==> src/design/assert_macros.svh <==
// Assertion macros shared by the processor core RTL.
`ifndef ASSERT_MACROS_SVH
`define ASSERT_MACROS_SVH
`ifndef SYNTHESIS
// Clocked property, switched off while reset is high
`define TFBC_ASSERT(label, clk, rst, prop) \
   label: assert property (@(posedge clk) disable iff (rst) prop) \
      else $error("%m: assertion failed");
// Clocked property that is also checked through reset
`define TFBC_ASSERT_NR(label, clk, prop) \
   label: assert property (@(posedge clk) prop) \
      else $error("%m: assertion failed");
`else
`define TFBC_ASSERT(label, clk, rst, prop)
`define TFBC_ASSERT_NR(label, clk, prop)
`endif
`endif

==> src/design/tfbc_pkg.sv <==
// Shared types and constants of the four-bit processor core.
package tfbc_pkg;

   // Default instruction memory depth
   localparam int MEM_DEPTH_DEFAULT = 16;

   // Field widths
   localparam int WORD_W  = 8;
   localparam int ADDR_W  = 4;
   localparam int NIB_W   = 4;
   localparam int IMM_W   = 3;

   // Stream widths
   localparam int REQ_DATA_W = 16;
   localparam int RSP_DATA_W = 24;

   // Transaction kinds carried on req_tuser
   localparam logic OP_LOAD = 1'b0;
   localparam logic OP_STEP = 1'b1;

   // Destination field of the instruction word
   typedef enum logic [1:0] {
      DEST_A    = 2'b00,
      DEST_B    = 2'b01,
      DEST_OUT  = 2'b10,
      DEST_NONE = 2'b11
   } dest_type;

   // Instruction memory write port
   typedef struct packed {
      logic              en;
      logic [ADDR_W-1:0] addr;
      logic [WORD_W-1:0] word;
   } mem_wr_type;

   // Result of one step, last field in the lowest bits
   typedef struct packed {
      logic             jump_taken;
      logic             carry_flag;
      logic [NIB_W-1:0] reg_b_value;
      logic [NIB_W-1:0] reg_a_value;
      logic [NIB_W-1:0] next_pc;
      logic             out_written;
      logic [NIB_W-1:0] out_value;
   } rsp_fields_type;

   localparam int RSP_FIELDS_W = $bits(rsp_fields_type);
   localparam int RSP_PAD_W    = RSP_DATA_W - RSP_FIELDS_W;

endpackage

==> src/design/tfbc_imem.sv <==
// Instruction memory with a registered fetch port and write-to-read bypass.
module tfbc_imem #(
   parameter int MEM_DEPTH = tfbc_pkg::MEM_DEPTH_DEFAULT
) (
   input  logic                          clock,
   input  tfbc_pkg::mem_wr_type          mem_wr,
   input  logic [$clog2(MEM_DEPTH)-1:0]  rd_addr,
   output logic [tfbc_pkg::WORD_W-1:0]   fetch_word
);
   import tfbc_pkg::*;

   localparam int PC_W  = $clog2(MEM_DEPTH);
   localparam int EXT_W = PC_W + ADDR_W + 1;

   logic [WORD_W-1:0] mem_ff [MEM_DEPTH];
   logic [WORD_W-1:0] fetch_word_ff;
   logic [WORD_W-1:0] fetch_word_in;
   logic [EXT_W-1:0]  wr_ext;
   logic [PC_W-1:0]   wr_idx;
   logic              wr_hit;

   // Loads beyond the memory are dropped
   assign wr_ext = EXT_W'(mem_wr.addr);
   assign wr_idx = wr_ext[PC_W-1:0];
   assign wr_hit = mem_wr.en && (wr_ext < EXT_W'(MEM_DEPTH));

   // A load to the entry being fetched shows up at once
   assign fetch_word_in = (wr_hit && (wr_idx == rd_addr)) ? mem_wr.word : mem_ff[rd_addr];

   always_ff @(posedge clock) begin
      if (wr_hit) begin
         mem_ff[wr_idx] <= mem_wr.word;
      end
      fetch_word_ff <= fetch_word_in;
   end

   assign fetch_word = fetch_word_ff;

endmodule

==> src/design/tfbc_exec.sv <==
// Decode, ALU, register file and program counter of the core.
`include "assert_macros.svh"
module tfbc_exec #(
   parameter int MEM_DEPTH = tfbc_pkg::MEM_DEPTH_DEFAULT
) (
   input  logic                          clock,
   input  logic                          reset,
   input  logic                          step_fire,
   input  logic [tfbc_pkg::WORD_W-1:0]   fetch_word,
   output logic [$clog2(MEM_DEPTH)-1:0]  rd_addr,
   output tfbc_pkg::rsp_fields_type      result
);
   import tfbc_pkg::*;

   localparam int PC_W = $clog2(MEM_DEPTH);

   logic [PC_W-1:0]  pc_ff, pc_in;
   logic [NIB_W-1:0] a_ff, a_in;
   logic [NIB_W-1:0] b_ff, b_in;
   logic [NIB_W-1:0] out_ff, out_in;

   logic             jmp, jcar, simm, sub, carry, jump, written;
   dest_type         dest;
   logic [IMM_W-1:0] imm;
   logic [NIB_W:0]   alu_full;
   logic [NIB_W-1:0] sel;
   logic [PC_W-1:0]  pc_seq, imm_pc;
   logic [PC_W+NIB_W-1:0] pc_ext;

   // Instruction fields
   assign jmp  = fetch_word[7];
   assign jcar = fetch_word[6];
   assign dest = dest_type'(fetch_word[5:4]);
   assign simm = fetch_word[3];
   assign sub  = fetch_word[2];
   assign imm  = fetch_word[IMM_W-1:0];

   // Add or subtract; bit 4 is the carry or borrow
   assign alu_full = sub ? ({1'b0, a_ff} - {1'b0, b_ff}) : ({1'b0, a_ff} + {1'b0, b_ff});
   assign carry    = alu_full[NIB_W];
   assign sel      = simm ? NIB_W'(imm) : alu_full[NIB_W-1:0];

   // Destination write
   always_comb begin
      a_in    = a_ff;
      b_in    = b_ff;
      out_in  = out_ff;
      written = 1'b0;
      unique case (dest)
         DEST_A:    a_in = sel;
         DEST_B:    b_in = sel;
         DEST_OUT: begin
            out_in  = a_ff;
            written = 1'b1;
         end
         DEST_NONE: ;
         default:   ;
      endcase
   end

   // Program counter: jump target or wrap-around increment
   assign jump   = jmp || (jcar && carry);
   assign imm_pc = PC_W'(imm);
   assign pc_seq = (pc_ff == PC_W'(MEM_DEPTH - 1)) ? '0 : pc_ff + PC_W'(1);
   assign pc_in  = jump ? imm_pc : pc_seq;

   // Prefetch the word of the next step; reset points the fetch at entry zero
   assign rd_addr = reset ? '0 : (step_fire ? pc_in : pc_ff);

   always_ff @(posedge clock) begin
      if (reset) begin
         pc_ff  <= '0;
         a_ff   <= '0;
         b_ff   <= '0;
         out_ff <= '0;
      end else if (step_fire) begin
         pc_ff  <= pc_in;
         a_ff   <= a_in;
         b_ff   <= b_in;
         out_ff <= out_in;
      end
   end

   // Machine state after this step
   assign pc_ext             = (PC_W + NIB_W)'(pc_in);
   assign result.out_value   = out_in;
   assign result.out_written = written;
   assign result.next_pc     = pc_ext[NIB_W-1:0];
   assign result.reg_a_value = a_in;
   assign result.reg_b_value = b_in;
   assign result.carry_flag  = carry;
   assign result.jump_taken  = jump;

   `TFBC_ASSERT(a_jump_loads_imm, clock, reset, (step_fire && jmp) |=> (pc_ff == $past(imm_pc)))
   `TFBC_ASSERT(a_none_keeps_regs, clock, reset, (step_fire && dest == DEST_NONE) |=> ($stable(a_ff) && $stable(b_ff) && $stable(out_ff)))
   `TFBC_ASSERT(a_idle_holds_state, clock, reset, !step_fire |=> ($stable(pc_ff) && $stable(a_ff) && $stable(b_ff)))

endmodule

==> src/design/tfbc_rsp_skid.sv <==
// Two-entry output stage that decouples the result stream from the core.
`include "assert_macros.svh"
module tfbc_rsp_skid (
   input  logic                              clock,
   input  logic                              reset,
   input  logic                              push,
   input  tfbc_pkg::rsp_fields_type          push_data,
   output logic                              can_push,
   output logic                              rsp_tvalid,
   input  logic                              rsp_tready,
   output logic [tfbc_pkg::RSP_DATA_W-1:0]   rsp_tdata
);
   import tfbc_pkg::*;

   logic           main_valid_ff, skid_valid_ff;
   rsp_fields_type main_ff, skid_ff;
   logic           pop;

   assign pop      = main_valid_ff && rsp_tready;
   assign can_push = !skid_valid_ff;

   // Control: main entry feeds the port, skid catches a push during a stall
   always_ff @(posedge clock) begin
      if (reset) begin
         main_valid_ff <= 1'b0;
         skid_valid_ff <= 1'b0;
      end else if (skid_valid_ff) begin
         if (pop) begin
            skid_valid_ff <= 1'b0;
         end
      end else if (push) begin
         if (main_valid_ff && !pop) begin
            skid_valid_ff <= 1'b1;
         end else begin
            main_valid_ff <= 1'b1;
         end
      end else if (pop) begin
         main_valid_ff <= 1'b0;
      end
   end

   // Payload
   always_ff @(posedge clock) begin
      if (skid_valid_ff) begin
         if (pop) begin
            main_ff <= skid_ff;
         end
      end else if (push) begin
         if (main_valid_ff && !pop) begin
            skid_ff <= push_data;
         end else begin
            main_ff <= push_data;
         end
      end
   end

   assign rsp_tvalid = main_valid_ff;
   assign rsp_tdata  = {RSP_PAD_W'(0), main_ff};

   `TFBC_ASSERT(a_skid_needs_main, clock, reset, skid_valid_ff |-> main_valid_ff)
   `TFBC_ASSERT(a_no_push_when_full, clock, reset, push |-> !skid_valid_ff)
   `TFBC_ASSERT_NR(a_reset_empties, clock, reset |=> (!main_valid_ff && !skid_valid_ff))

endmodule

==> src/design/tiny_four_bit_cpu_core.sv <==
// Four-bit processor core: one instruction step per accepted step transaction.
// A step's result is registered into the output stage when the step is accepted.
// Throughput: one transaction per cycle while req_tready is high, loads and steps alike,
//   set by the single decode/ALU pass between registered fetch word and output stage.
// Reset (synchronous): clears PC, A, B, output register and the output stage;
//   the instruction memory keeps its contents and holds no values until loaded.
module tiny_four_bit_cpu_core #(
   parameter int MEM_DEPTH = tfbc_pkg::MEM_DEPTH_DEFAULT
) (
   input  logic                              clock,
   input  logic                              reset,
   // Request stream
   input  logic                              req_tvalid,
   output logic                              req_tready,
   input  logic [tfbc_pkg::REQ_DATA_W-1:0]   req_tdata,  // load_address[3:0], load_word[11:4]
   input  logic                              req_tuser,  // operation[0]
   // Result stream
   output logic                              rsp_tvalid,
   input  logic                              rsp_tready,
   // out_value[3:0], out_written[4], next_pc[8:5], reg_a_value[12:9],
   // reg_b_value[16:13], carry_flag[17], jump_taken[18]
   output logic [tfbc_pkg::RSP_DATA_W-1:0]   rsp_tdata
);
   import tfbc_pkg::*;

   localparam int PC_W = $clog2(MEM_DEPTH);

   logic           in_fire, step_fire;
   mem_wr_type     mem_wr;
   logic [PC_W-1:0] rd_addr;
   logic [WORD_W-1:0] fetch_word;
   rsp_fields_type result;

   // Transaction decode
   assign in_fire     = req_tvalid && req_tready;
   assign step_fire   = in_fire && (req_tuser == OP_STEP);
   assign mem_wr.en   = in_fire && (req_tuser == OP_LOAD);
   assign mem_wr.addr = req_tdata[ADDR_W-1:0];
   assign mem_wr.word = req_tdata[ADDR_W+WORD_W-1:ADDR_W];

   tfbc_imem #(
      .MEM_DEPTH(MEM_DEPTH)
   ) u_imem (
      .clock     (clock),
      .mem_wr    (mem_wr),
      .rd_addr   (rd_addr),
      .fetch_word(fetch_word)
   );

   tfbc_exec #(
      .MEM_DEPTH(MEM_DEPTH)
   ) u_exec (
      .clock     (clock),
      .reset     (reset),
      .step_fire (step_fire),
      .fetch_word(fetch_word),
      .rd_addr   (rd_addr),
      .result    (result)
   );

   tfbc_rsp_skid u_rsp_skid (
      .clock     (clock),
      .reset     (reset),
      .push      (step_fire),
      .push_data (result),
      .can_push  (req_tready),
      .rsp_tvalid(rsp_tvalid),
      .rsp_tready(rsp_tready),
      .rsp_tdata (rsp_tdata)
   );

endmodule

==> config.mk <==
export PLATFORM = sky130hd
export DESIGN_NAME = tiny_four_bit_cpu_core
export DESIGN_NICKNAME = d
export VERILOG_FILES = /design/src/design/tfbc_pkg.sv /design/src/design/tfbc_imem.sv /design/src/design/tfbc_exec.sv /design/src/design/tfbc_rsp_skid.sv /design/src/design/tiny_four_bit_cpu_core.sv
export VERILOG_INCLUDE_DIRS = /design/src /design/src/design
export SDC_FILE = /design/constraint.sdc
export NUM_CORES = 1
export LEC_CHECK = 0
export ABC_AREA = 1
export BUFFER_PORTS_ARGS = -buffer_cell sky130_fd_sc_hd__buf_2
export CAP_MARGIN = 20
export CORE_ASPECT_RATIO = 1.2
export CORE_MARGIN = 4
export CORE_UTILIZATION = 45
export CTS_CLUSTER_SIZE = 16
export DETAILED_ROUTE_END_ITERATION = 16
export SYNTH_ARGS = -nofsm -noshare
export SYNTH_HDL_FRONTEND = slang
export SYNTH_SLANG_ARGS = --single-unit
==> constraint.sdc <==
create_clock -name clock -period 3.9 [get_ports clock]
set_clock_uncertainty 0.1 [all_clocks]
set_input_delay 0.78 -clock clock [delete_from_list [all_inputs] [get_ports clock]]
set_output_delay 0.78 -clock clock [all_outputs]
set_load 0.03 [all_outputs]
Yosys cells after proc, flatten, opt, wreduce, memory -nomap -nowiden
Memories as Yosys holds them, arrays and structs flattened. A register that Yosys moved wholly into a read port is not among the register bits.
Cells that the tools add are included.
{"block": "word_totals", "ff_bits": 56, "ramBits": 128, "input_bits": 21, "output_inout_bits": 26, "n_memories": 1}
{"block": "op_classes", "add_sub_neg": 3, "magnitude_cmp": 1, "n_eq_ne": 6, "muxes": 23, "bitwise": 2, "reduce_logical": 16}
{"memory": "u_imem.mem_ff", "depth": 16, "width": 8, "rd": 1, "rd_clocked_by_memory_dff": 1, "write_ports": 1, "line": "tfbc_imem.sv:15", "rtl": "logic [WORD_W-1:0] mem_ff [MEM_DEPTH];"}
{"cell": "$mux W19", "n": 4}
{"cell": "$mux W4", "n": 8}
{"cell": "$mux W1", "n": 10}
{"cell": "$reduce_and A3 Y1", "n": 3}
{"cell": "$logic_and A1 B1 Y1", "n": 7}
{"cell": "$add A4 B4 Y5", "n": 1}
{"cell": "$lt A4 B5 Y1 const B", "n": 1}
{"cell": "$mux W5", "n": 1}
{"cell": "$sub A4 B4 Y5", "n": 1}
{"cell": "$add A4 B1 Y4 const B", "n": 1}
{"cell": "$eq A4 B4 Y1 const B", "n": 1}
{"cell": "$ne A2 B2 Y1 const B", "n": 2}
{"cell": "$reduce_bool A2 Y1", "n": 2}
{"cell": "$eq A2 B1 Y1 const B", "n": 1}
{"cell": "$eq A2 B2 Y1 const B", "n": 1}
{"cell": "$logic_not A1 Y1", "n": 2}
{"cell": "$logic_not A2 Y1", "n": 1}
{"cell": "$ne A2 B1 Y1 const B", "n": 1}
{"cell": "$not A1 Y1", "n": 2}
{"cell": "$logic_or A1 B1 Y1", "n": 1}

Depth between registers and ports, before layout
Gate-level depths: netlist of run 1.
{"block": "depth", "depth_word": 8, "mapped_depth": 23}

Modules after synthesis
Synthesis of run 1 repeated with hierarchy kept, for this count alone.
{"block": "hier_totals", "hier_cells": 866, "hier_area_um2": 8421.8}
{"mod": "tfbc_imem", "instances": 1, "cells_per_inst": 547, "area_per_inst_um2": 5686.7}
{"mod": "tfbc_rsp_skid", "instances": 1, "cells_per_inst": 126, "area_per_inst_um2": 1546.5}
{"mod": "tfbc_exec", "instances": 1, "cells_per_inst": 189, "area_per_inst_um2": 1173.6}
{"mod": "tiny_four_bit_cpu_core", "instances": 1, "cells_per_inst": 4, "area_per_inst_um2": 15.0}

Worst setup path before layout of run 1
No wires, ideal clock.
{"block": "synth_timing", "kind": "input port to flip-flop", "from": "input port req_tuser", "to": "register u_rsp_skid.skid_ff[0] (netlist name), enable pin", "setup_ns": 0.419, "arrival_time_ns": 2.530, "required_time_ns": 3.381, "setup_slack_ns": 0.852, "stages": 3, "path_buffers": 1, "cell_sequence": "nand3_1 clkbuf_1 nor3_1"}
{"block": "synth_between", "elab_chain_len": 2}
{"element": "start: declaration", "line": "tiny_four_bit_cpu_core.sv:16", "rtl": "input logic req_tuser,"}
{"element": "$logic_and A1 B1 Y1", "line": "tiny_four_bit_cpu_core.sv:36", "rtl": "assign step_fire = in_fire && (req_tuser == OP_STEP);"}
{"element": "$reduce_and A3 Y1 (no source line)"}
{"element": "end signal: assignment", "line": "tfbc_rsp_skid.sv:50", "rtl": "skid_ff <= push_data;"}
{"element": "end: declaration", "line": "tfbc_rsp_skid.sv:16", "rtl": "rsp_fields_type main_ff, skid_ff;"}
Every way passes these cells.
A chain may end at the register's enable or synchronous reset.

==> results of run 1 <==
[per-layer routing]
| layer | track usage [%] | up-vias |
|---|---|---|
| met5 | 0 | - |
| met4 | 7.57 | 0 |
| met3 | 3.63 | 29 |
| met2 | 31.6 | 137 |
| met1 | 21.3 | 2496 |
| li1 | - | 2598 |
[per-stage QoR]
| stage | utilization, % | hold WS [ps] | std cells |
|---|---|---|---|
| floorplan | - | 391 | 748 |
| global placement | 47.8 | 404 | 986 |
| detailed placement | 47.8 | 405 | 986 |
| CTS | 51.3 | 425 | 1018 |
| global route | 51.3 | 445 | 1018 |
| finish | 51.3 | 416 | 1018 |
[kinds of logic after synthesis]
kind of cell | after synthesis | synth area share [%]
compound gates | 115 | 8.31
xor+xnor | 4 | 0.437
fa+ha+maj | 7 | 1.19
flops | 184 | 66.7
other cells | 1 | 0.0468
buf+inv | 105 | 6.28
simple gates | 328 | 17.0
[area by class of cell]
class | instances | area share (%)
Tap cell | 220 | 3.06
Clock inverter | 13 | 1.96
Sequential cell | 184 | 59.5
Clock buffer | 19 | 4.82
Timing Repair Buffer | 53 | 3.40
Multi-Input combinational cell | 459 | 24.3
Inverter | 70 | 2.92
[layout by cell type (no fill, tap or decap), types with 6 or more instances in the layout]
| cell type | netlist | final |
|---|---|---|
| o21ai_2 | 7 | 7 |
| inv_1 | 63 | 63 |
| a21oi_1 | 14 | 14 |
| o211ai_1 | 6 | 6 |
| o21ai_1 | 25 | 25 |
| dfxtp_1 | 18 | 17 |
| nand3_1 | 47 | 47 |
| o21ai_0 | 43 | 43 |
| buf_2 | 12 | 37 |
| o22ai_1 | 10 | 10 |
| ha_1 | 6 | 6 |
| edfxtp_1 | 166 | 166 |
| nand2_2 | 9 | 9 |
| buf_4 | 9 | 16 |
| nor2_1 | 91 | 91 |
| inv_2 | 6 | 6 |
| clkbuf_16 | 0 | 17 |
| nand2_1 | 170 | 170 |
[power by group]
part	switching [W]	internal, W	total (W)
registers	0.0000229	0.00222	0.00225
clock network	0.000706	0.00107	0.00177
logic	0.000452	0.000196	0.000648
[how the worst max path moves through the flow]
stage,from,end,slack [ps],cells after the start
2_1_floorplan,req_tuser,u_rsp_skid.skid_ff[0]$_DFFE_PP_,850,3
3_3_place_gp,u_exec.pc_ff[2]$_SDFFE_PP0P_,u_rsp_skid.rsp_tdata[7]$_DFFE_PP_,520,16
3_5_place_dp,u_exec.pc_ff[0]$_SDFFE_PP0P_,u_rsp_skid.rsp_tdata[5]$_DFFE_PP_,400,20
4_1_cts,u_exec.pc_ff[0]$_SDFFE_PP0P_,u_rsp_skid.rsp_tdata[5]$_DFFE_PP_,400,21
5_1_grt,u_exec.pc_ff[0]$_SDFFE_PP0P_,u_rsp_skid.rsp_tdata[5]$_DFFE_PP_,8,21
6_report,u_exec.pc_ff[0]$_SDFFE_PP0P_,u_rsp_skid.rsp_tdata[7]$_DFFE_PP_,410,20
[critical path, stage by stage, from the launching register on]
cell	delay [ps]
dfxtp_2	490
inv_2	250
nand2_1	120
nand2_1	50
nand2_1	50
nand3_1	80
nand3_1	170
nand2_1	190
a31oi_1	260
xor2_1	190
ha_1	290
nand2_1	70
nand2_1	50
a31oi_1	180
nand4_1	150
nand3_2	190
nand2_4	90
nand2_2	80
nand2_2	60
nand2_1	60
nand2_1	60
[sequential cells by signal, indices dropped and copies added, names as in the netlist]
signal and cells:
u_exec.a_ff 4, u_exec.b_ff 4, u_exec.out_ff 4, u_exec.pc_ff 4, u_imem.mem_ff 128, u_rsp_skid.rsp_tdata 19, u_rsp_skid.rsp_tvalid 1, u_rsp_skid.skid_ff 19
u_rsp_skid.skid_valid_ff 1
==> reports/metrics.yaml, run 1 <==
run_status:
  outcome: "finished clean"
finish:
  design_area_um2: 8980
  area_growth_pct: 12.1
  nFillCells: 1559
  num_antenna_cells: 0
  drive_above_1_share_pct: 14.3
  seqCellArea_um2: 5350
  multi_input_area_um2: 2180
  nets: 813
synthesis:
  synth_cell_types: 37
  async_reset_ff_share_pct: 0
  ys_warn_count: 0
  synthTopCellsByCount: "170 x nand2_1, 166 x edfxtp_1, 91 x nor2_1"
  ys_ff_latch: 184
  synth_area_per_cell_um2: 10.8
  yosysSeqAreaShare_pct: 66.7
  synth_ff_type: "edfxtp_1"
  synth_top_area_share_pct: 62.2
  synth.cell_area_um2: 8010
  syn_inst: 744
  yosys.area.top_type: "edfxtp_1"
  synthTopCellsByArea: "edfxtp_1 62%, nand2_1 8.0%, dfxtp_1 4.5%, nor2_1 4.3%, inv_1 3.0%"
  synth-edff-count: 166
  yosysMostFrequentCell: "nand2_1"
detailed_routing:
  drt-total-wl_um: 17100
  via_per_inst: 5.17
  highest_layer: "met4"
  vias: 5260
  drt-pass1-iter-count: 5
  routedWlPerCell_um: 16.8
  route.met3.wl_um: 767
  wl_met2_um: 8950
  drt_iter0_drc: 434
  met1Wirelength_um: 6940
  ant_nets: 0
  drc: 0
die:
  rows: 53
  die_w_um: 130
  core_area_um2: 17500
  ios: 47
  die_area_um2: 20000
  start_util_pct: 45.8
  die_h_um: 154
place:
  placed_cell_area_um2: 8370
  port_buffers: 37
  dpl.hpwl_um: 11400
  gp_congestion: 0.837
  dp_slack_ps: 397
job:
  maxCapViolations: 0
setup_path:
  r2r_slack_ps: 410
  rr_worst_depth: 20
  critical_path.endpoint_type: "flop"
  critPathLaunchType: "flop"
  r2r-start: "u_exec.pc_ff[0]$_SDFFE_PP0P_"
  critPathKind: "flop to flop"
  cp.arrival_ps: 3570
  crit_fanout: 23
  r2r_end: "u_rsp_skid.rsp_tdata[7]$_DFFE_PP_"
  cp.required_ps: 3980
clock_network:
  root_buffer: "clkbuf_16"
  clkSinkCount: 184
  cts_resized: 0
  cts_made_buffers: 17
  cts_setup_buffers: 0
  htreeDepth: 4
  clock_path_buffers: 2
  clkLatencyLatePin_ps: 420
  cts_tree: "built"
  hold_buffers: 0
  clkTransAtPathRegs_ps: 70
sta:
  hold_viol: 0
  final.setup.tns_ps: 0
  maxSlewViolCount: 0
  setup_ws_ps: 408
  finalCriticalPeriod_ps: 3490
  finalSetupViolCount: 0
  fin_crit_sh_pct: 89.5
  worst_pin_slew_ps: 1020
  relSlewSlack_pct: 31.4
  max_freq_mhz: 286
  rsz0062_at_grt: "no"
pwr:
  vdd_drop_max_v: 0.000312
  p_per_area_nw_per_um2: 520
  p_leak_nw: 3.53
  power_w: 0.00467
grt:
  grt_max_degree: 45
  grt_pass1_vias: 5290
  grt_pass1_wl_um: 27500
  track_usage_pct: 18.0
  antenna_found_initial: 0
  grt_overflow: 0
worst_hold_path:
  min_to: "u_rsp_skid.rsp_tdata[13]$_DFFE_PP_"
  min_path_cells: 2
  min_path_type: "flop to flop"
  hold_start: "u_rsp_skid.skid_ff[13]$_DFFE_PP_"
Note: power is estimated with default switching activity, not from simulation.
==> inputs of run 2 (changes only) <==
--- a/config.mk
+++ b/config.mk
@@ -14,6 +14,7 @@
 export CORE_UTILIZATION = 45
 export CTS_CLUSTER_SIZE = 16
 export DETAILED_ROUTE_END_ITERATION = 16
+export RECOVER_POWER = 50
 export SYNTH_ARGS = -nofsm -noshare
 export SYNTH_HDL_FRONTEND = slang
 export SYNTH_SLANG_ARGS = --single-unit
==> reports/metrics.yaml, run 2 (synthesized netlist as in run 1, its figures left out) <==
detailed_routing:
  drt-pass1-iter-count: 6  # +1
  routedWlPerCell_um: 16.8  # +0.27%
  drc: 0  # unchanged
  vias: 5231  # -0.55%
  drt-total-wl_um: 17100  # +0.27%
  via_per_inst: 5.14  # -0.55%
  ant_nets: 0  # unchanged
  drt_iter0_drc: 426  # -1.8%
setup_path:
  crit_fanout: 23  # unchanged
  cp_top_family: "simple AND/OR/NAND/NOR gates"
  slowest_stage: "dfxtp_2"
  slowest_delay_ps: 490  # about the same
  critical_path.most_common_cell: "nand2_1"
  cp.depth: 20  # unchanged
  crit_buf_inv: 1  # unchanged
  rr_worst_depth: 20  # unchanged
  critPathKind: "flop to flop"
  cp.required_ps: 3980  # about the same
  cp.arrival_ps: 3560  # about the same
  critical_path.endpoint_type: "flop"
  critPathLaunchType: "flop"
  path_cells: "inv_2 > nand2_1 > nand2_1 > nand2_1 > nand3_1 > nand3_1 > nand2_1 > a31oi_1 > xor2_1 > ha_1 > nand2_1 > nand2_1 > a31oi_1 > nand4_1 > nand3_2 > nand2_4 > nand2_2 > nand2_2 > nand2_1 > nand2_1"
grt:
  track_usage_pct: 18.0  # unchanged
  antenna_found_initial: 0  # unchanged
  grt_pass1_vias: 5290  # unchanged
  grt_pass1_wl_um: 27500  # unchanged
  gr-usage-met1_pct: 21.3  # unchanged
  use_met3_pct: 3.63  # unchanged
  use_met2_pct: 31.6  # unchanged
  busiest_layer: "met2"
  grt_overflow: 0  # unchanged
  grt_max_degree: 45  # unchanged
finish:
  utilization_pct: 51.0  # -0.31 points
  nFillCells: 1578  # +1.2%
  final_cell_mix: "170 x nand2_1, 166 x edfxtp_1, 91 x nor2_1"
  num_antenna_cells: 0  # unchanged
  final_common_cell: "nand2_1"
  fin_cells: 1018  # unchanged
  drive_above_1_share_pct: 10.2  # -4.1 points
  area_growth_pct: 11.4
  nets: 813  # unchanged
  largest_register_ffs: 128  # unchanged
  largest_register: "u_imem.mem_ff"
sta:
  maxSlewViolCount: 0  # unchanged
  worst_pin_slew_ps: 1160  # +131 ps
  relSlewSlack_pct: 22.9  # -8.5 points
  rsz0062_at_grt: "no"
  finalSetupViolCount: 0  # unchanged
  final.setup.tns_ps: 0  # unchanged
  max_freq_mhz: 287  # +0.32%
  fin_crit_sh_pct: 89.3  # -0.28 points
  finalCriticalPeriod_ps: 3480  # -11.0 ps
  hold_viol: 0  # unchanged
pwr:
  p_per_area_nw_per_um2: 522  # +0.47%
  power_switching_w: 0.00118  # about the same
  vdd_drop_max_v: 0.000313  # +0.23%
  clkPwrFrac_pct: 38.0  # about the same
  p_leak_nw: 3.43  # -2.7%
  pwr-share-comb_pct: 13.7  # -0.2 points
  sequentialPowerShare_pct: 48.2  # about the same
  p_sw_share_pct: 25.3  # +0.051 points
  p_int_w: 0.00348  # -0.21%
  power_w: 0.00466  # -0.14%
job:
  maxCapViolations: 0  # unchanged
place:
  dpl.hpwl_um: 11400  # unchanged
  port_buffers: 37  # unchanged
  dp.cells: 986  # unchanged
  gp_congestion: 0.837  # unchanged
die:
  ios: 47  # unchanged
  die_area_um2: 20000  # unchanged
  die_w_um: 130  # unchanged
  start_util_pct: 45.8  # unchanged
  core_area_um2: 17500  # unchanged
  die_h_um: 154  # unchanged
  rows: 53  # unchanged
clock_network:
  clkSinkCount: 184  # unchanged
  hold_buffers: 0  # unchanged
  htreeDepth: 4  # unchanged
  cts_setup_buffers: 0  # unchanged
  cts_resized: 0  # unchanged
  clock_path_buffers: 2  # unchanged
  cts_tree: "built"
  clkLatencyLatePin_ps: 430  # about the same
  clkTransAtPathRegs_ps: 60  # about the same
  root_buffer: "clkbuf_16"
  cts_made_buffers: 17  # unchanged
run_status:
  outcome: "finished clean"
worst_hold_path:
  min_path_type: "flop to flop"
  min_path_cells: 2  # unchanged
## run 2: cell count changes in the layout (fill, tap and decap cells not counted), sizes merged
cell and change:
buf -32, clkbuf +32
## run 2: area by class of cell
type	count	area, um^2	area share (%)
Timing Repair Buffer	53	255	2.86
Inverter	70	263	2.94
Clock inverter	13	176	1.98
Multi-Input combinational cell	459	2180	24.4
Sequential cell	184	5350	59.9
Tap cell	220	275	3.08
Clock buffer	19	433	4.85
## run 2: stage by stage
step	area, um^2	worst slack [ps]	hold slack, ps
6_report	8930	419	418
5_1_grt	8930	8.21	445
4_1_cts	8980	396	425
3_5_place_dp	8370	397	405
3_3_place_gp	8370	523	404
2_1_floorplan	8030	852	391
## run 2: layer usage
layer  wire length (um)  share of wire (%)
met4                394                2.3
met3                750                4.4
met1               7040                 41
met5                  0                  0
met2               8960                 52
## run 2: path summary, 6_finish.rpt
kind / slack, ps / end / from
setup / recovery: 420 / u_rsp_skid.rsp_tdata[7]$_DFFE_PP_ / u_exec.pc_ff[0]$_SDFFE_PP0P_
hold / removal: 420 / u_rsp_skid.rsp_tdata[13]$_DFFE_PP_ / u_rsp_skid.skid_ff[13]$_DFFE_PP_
setup reg to reg: 420 / u_rsp_skid.rsp_tdata[7]$_DFFE_PP_ / u_exec.pc_ff[0]$_SDFFE_PP0P_
hold reg to reg: 420 / u_rsp_skid.rsp_tdata[13]$_DFFE_PP_ / u_rsp_skid.skid_ff[13]$_DFFE_PP_
## run 2: worst register-to-register path: stages, from the launching register on
cell and delay (ps):
dfxtp_2 490, inv_2 250, nand2_1 130, nand2_1 50, nand2_1 50, nand3_1 80
nand3_1 160, nand2_1 180, a31oi_1 260, xor2_1 190, ha_1 290, nand2_1 70
nand2_1 50, a31oi_1 180, nand4_1 150, nand3_2 190, nand2_4 90, nand2_2 80
nand2_2 60, nand2_1 60, nand2_1 60
## run 2: power by group through the flow
stage | clock (W) | sequential, W | combinational (W)
after floorplan | 0 | 0.00233 | 0.000451
after global placement | 0 | 0.00229 | 0.000633
after detailed placement | 0 | 0.00229 | 0.000652
after CTS | 0.00181 | 0.00225 | 0.000655
after global routing | 0.00191 | 0.00225 | 0.000726
final | 0.00177 | 0.00225 | 0.000641
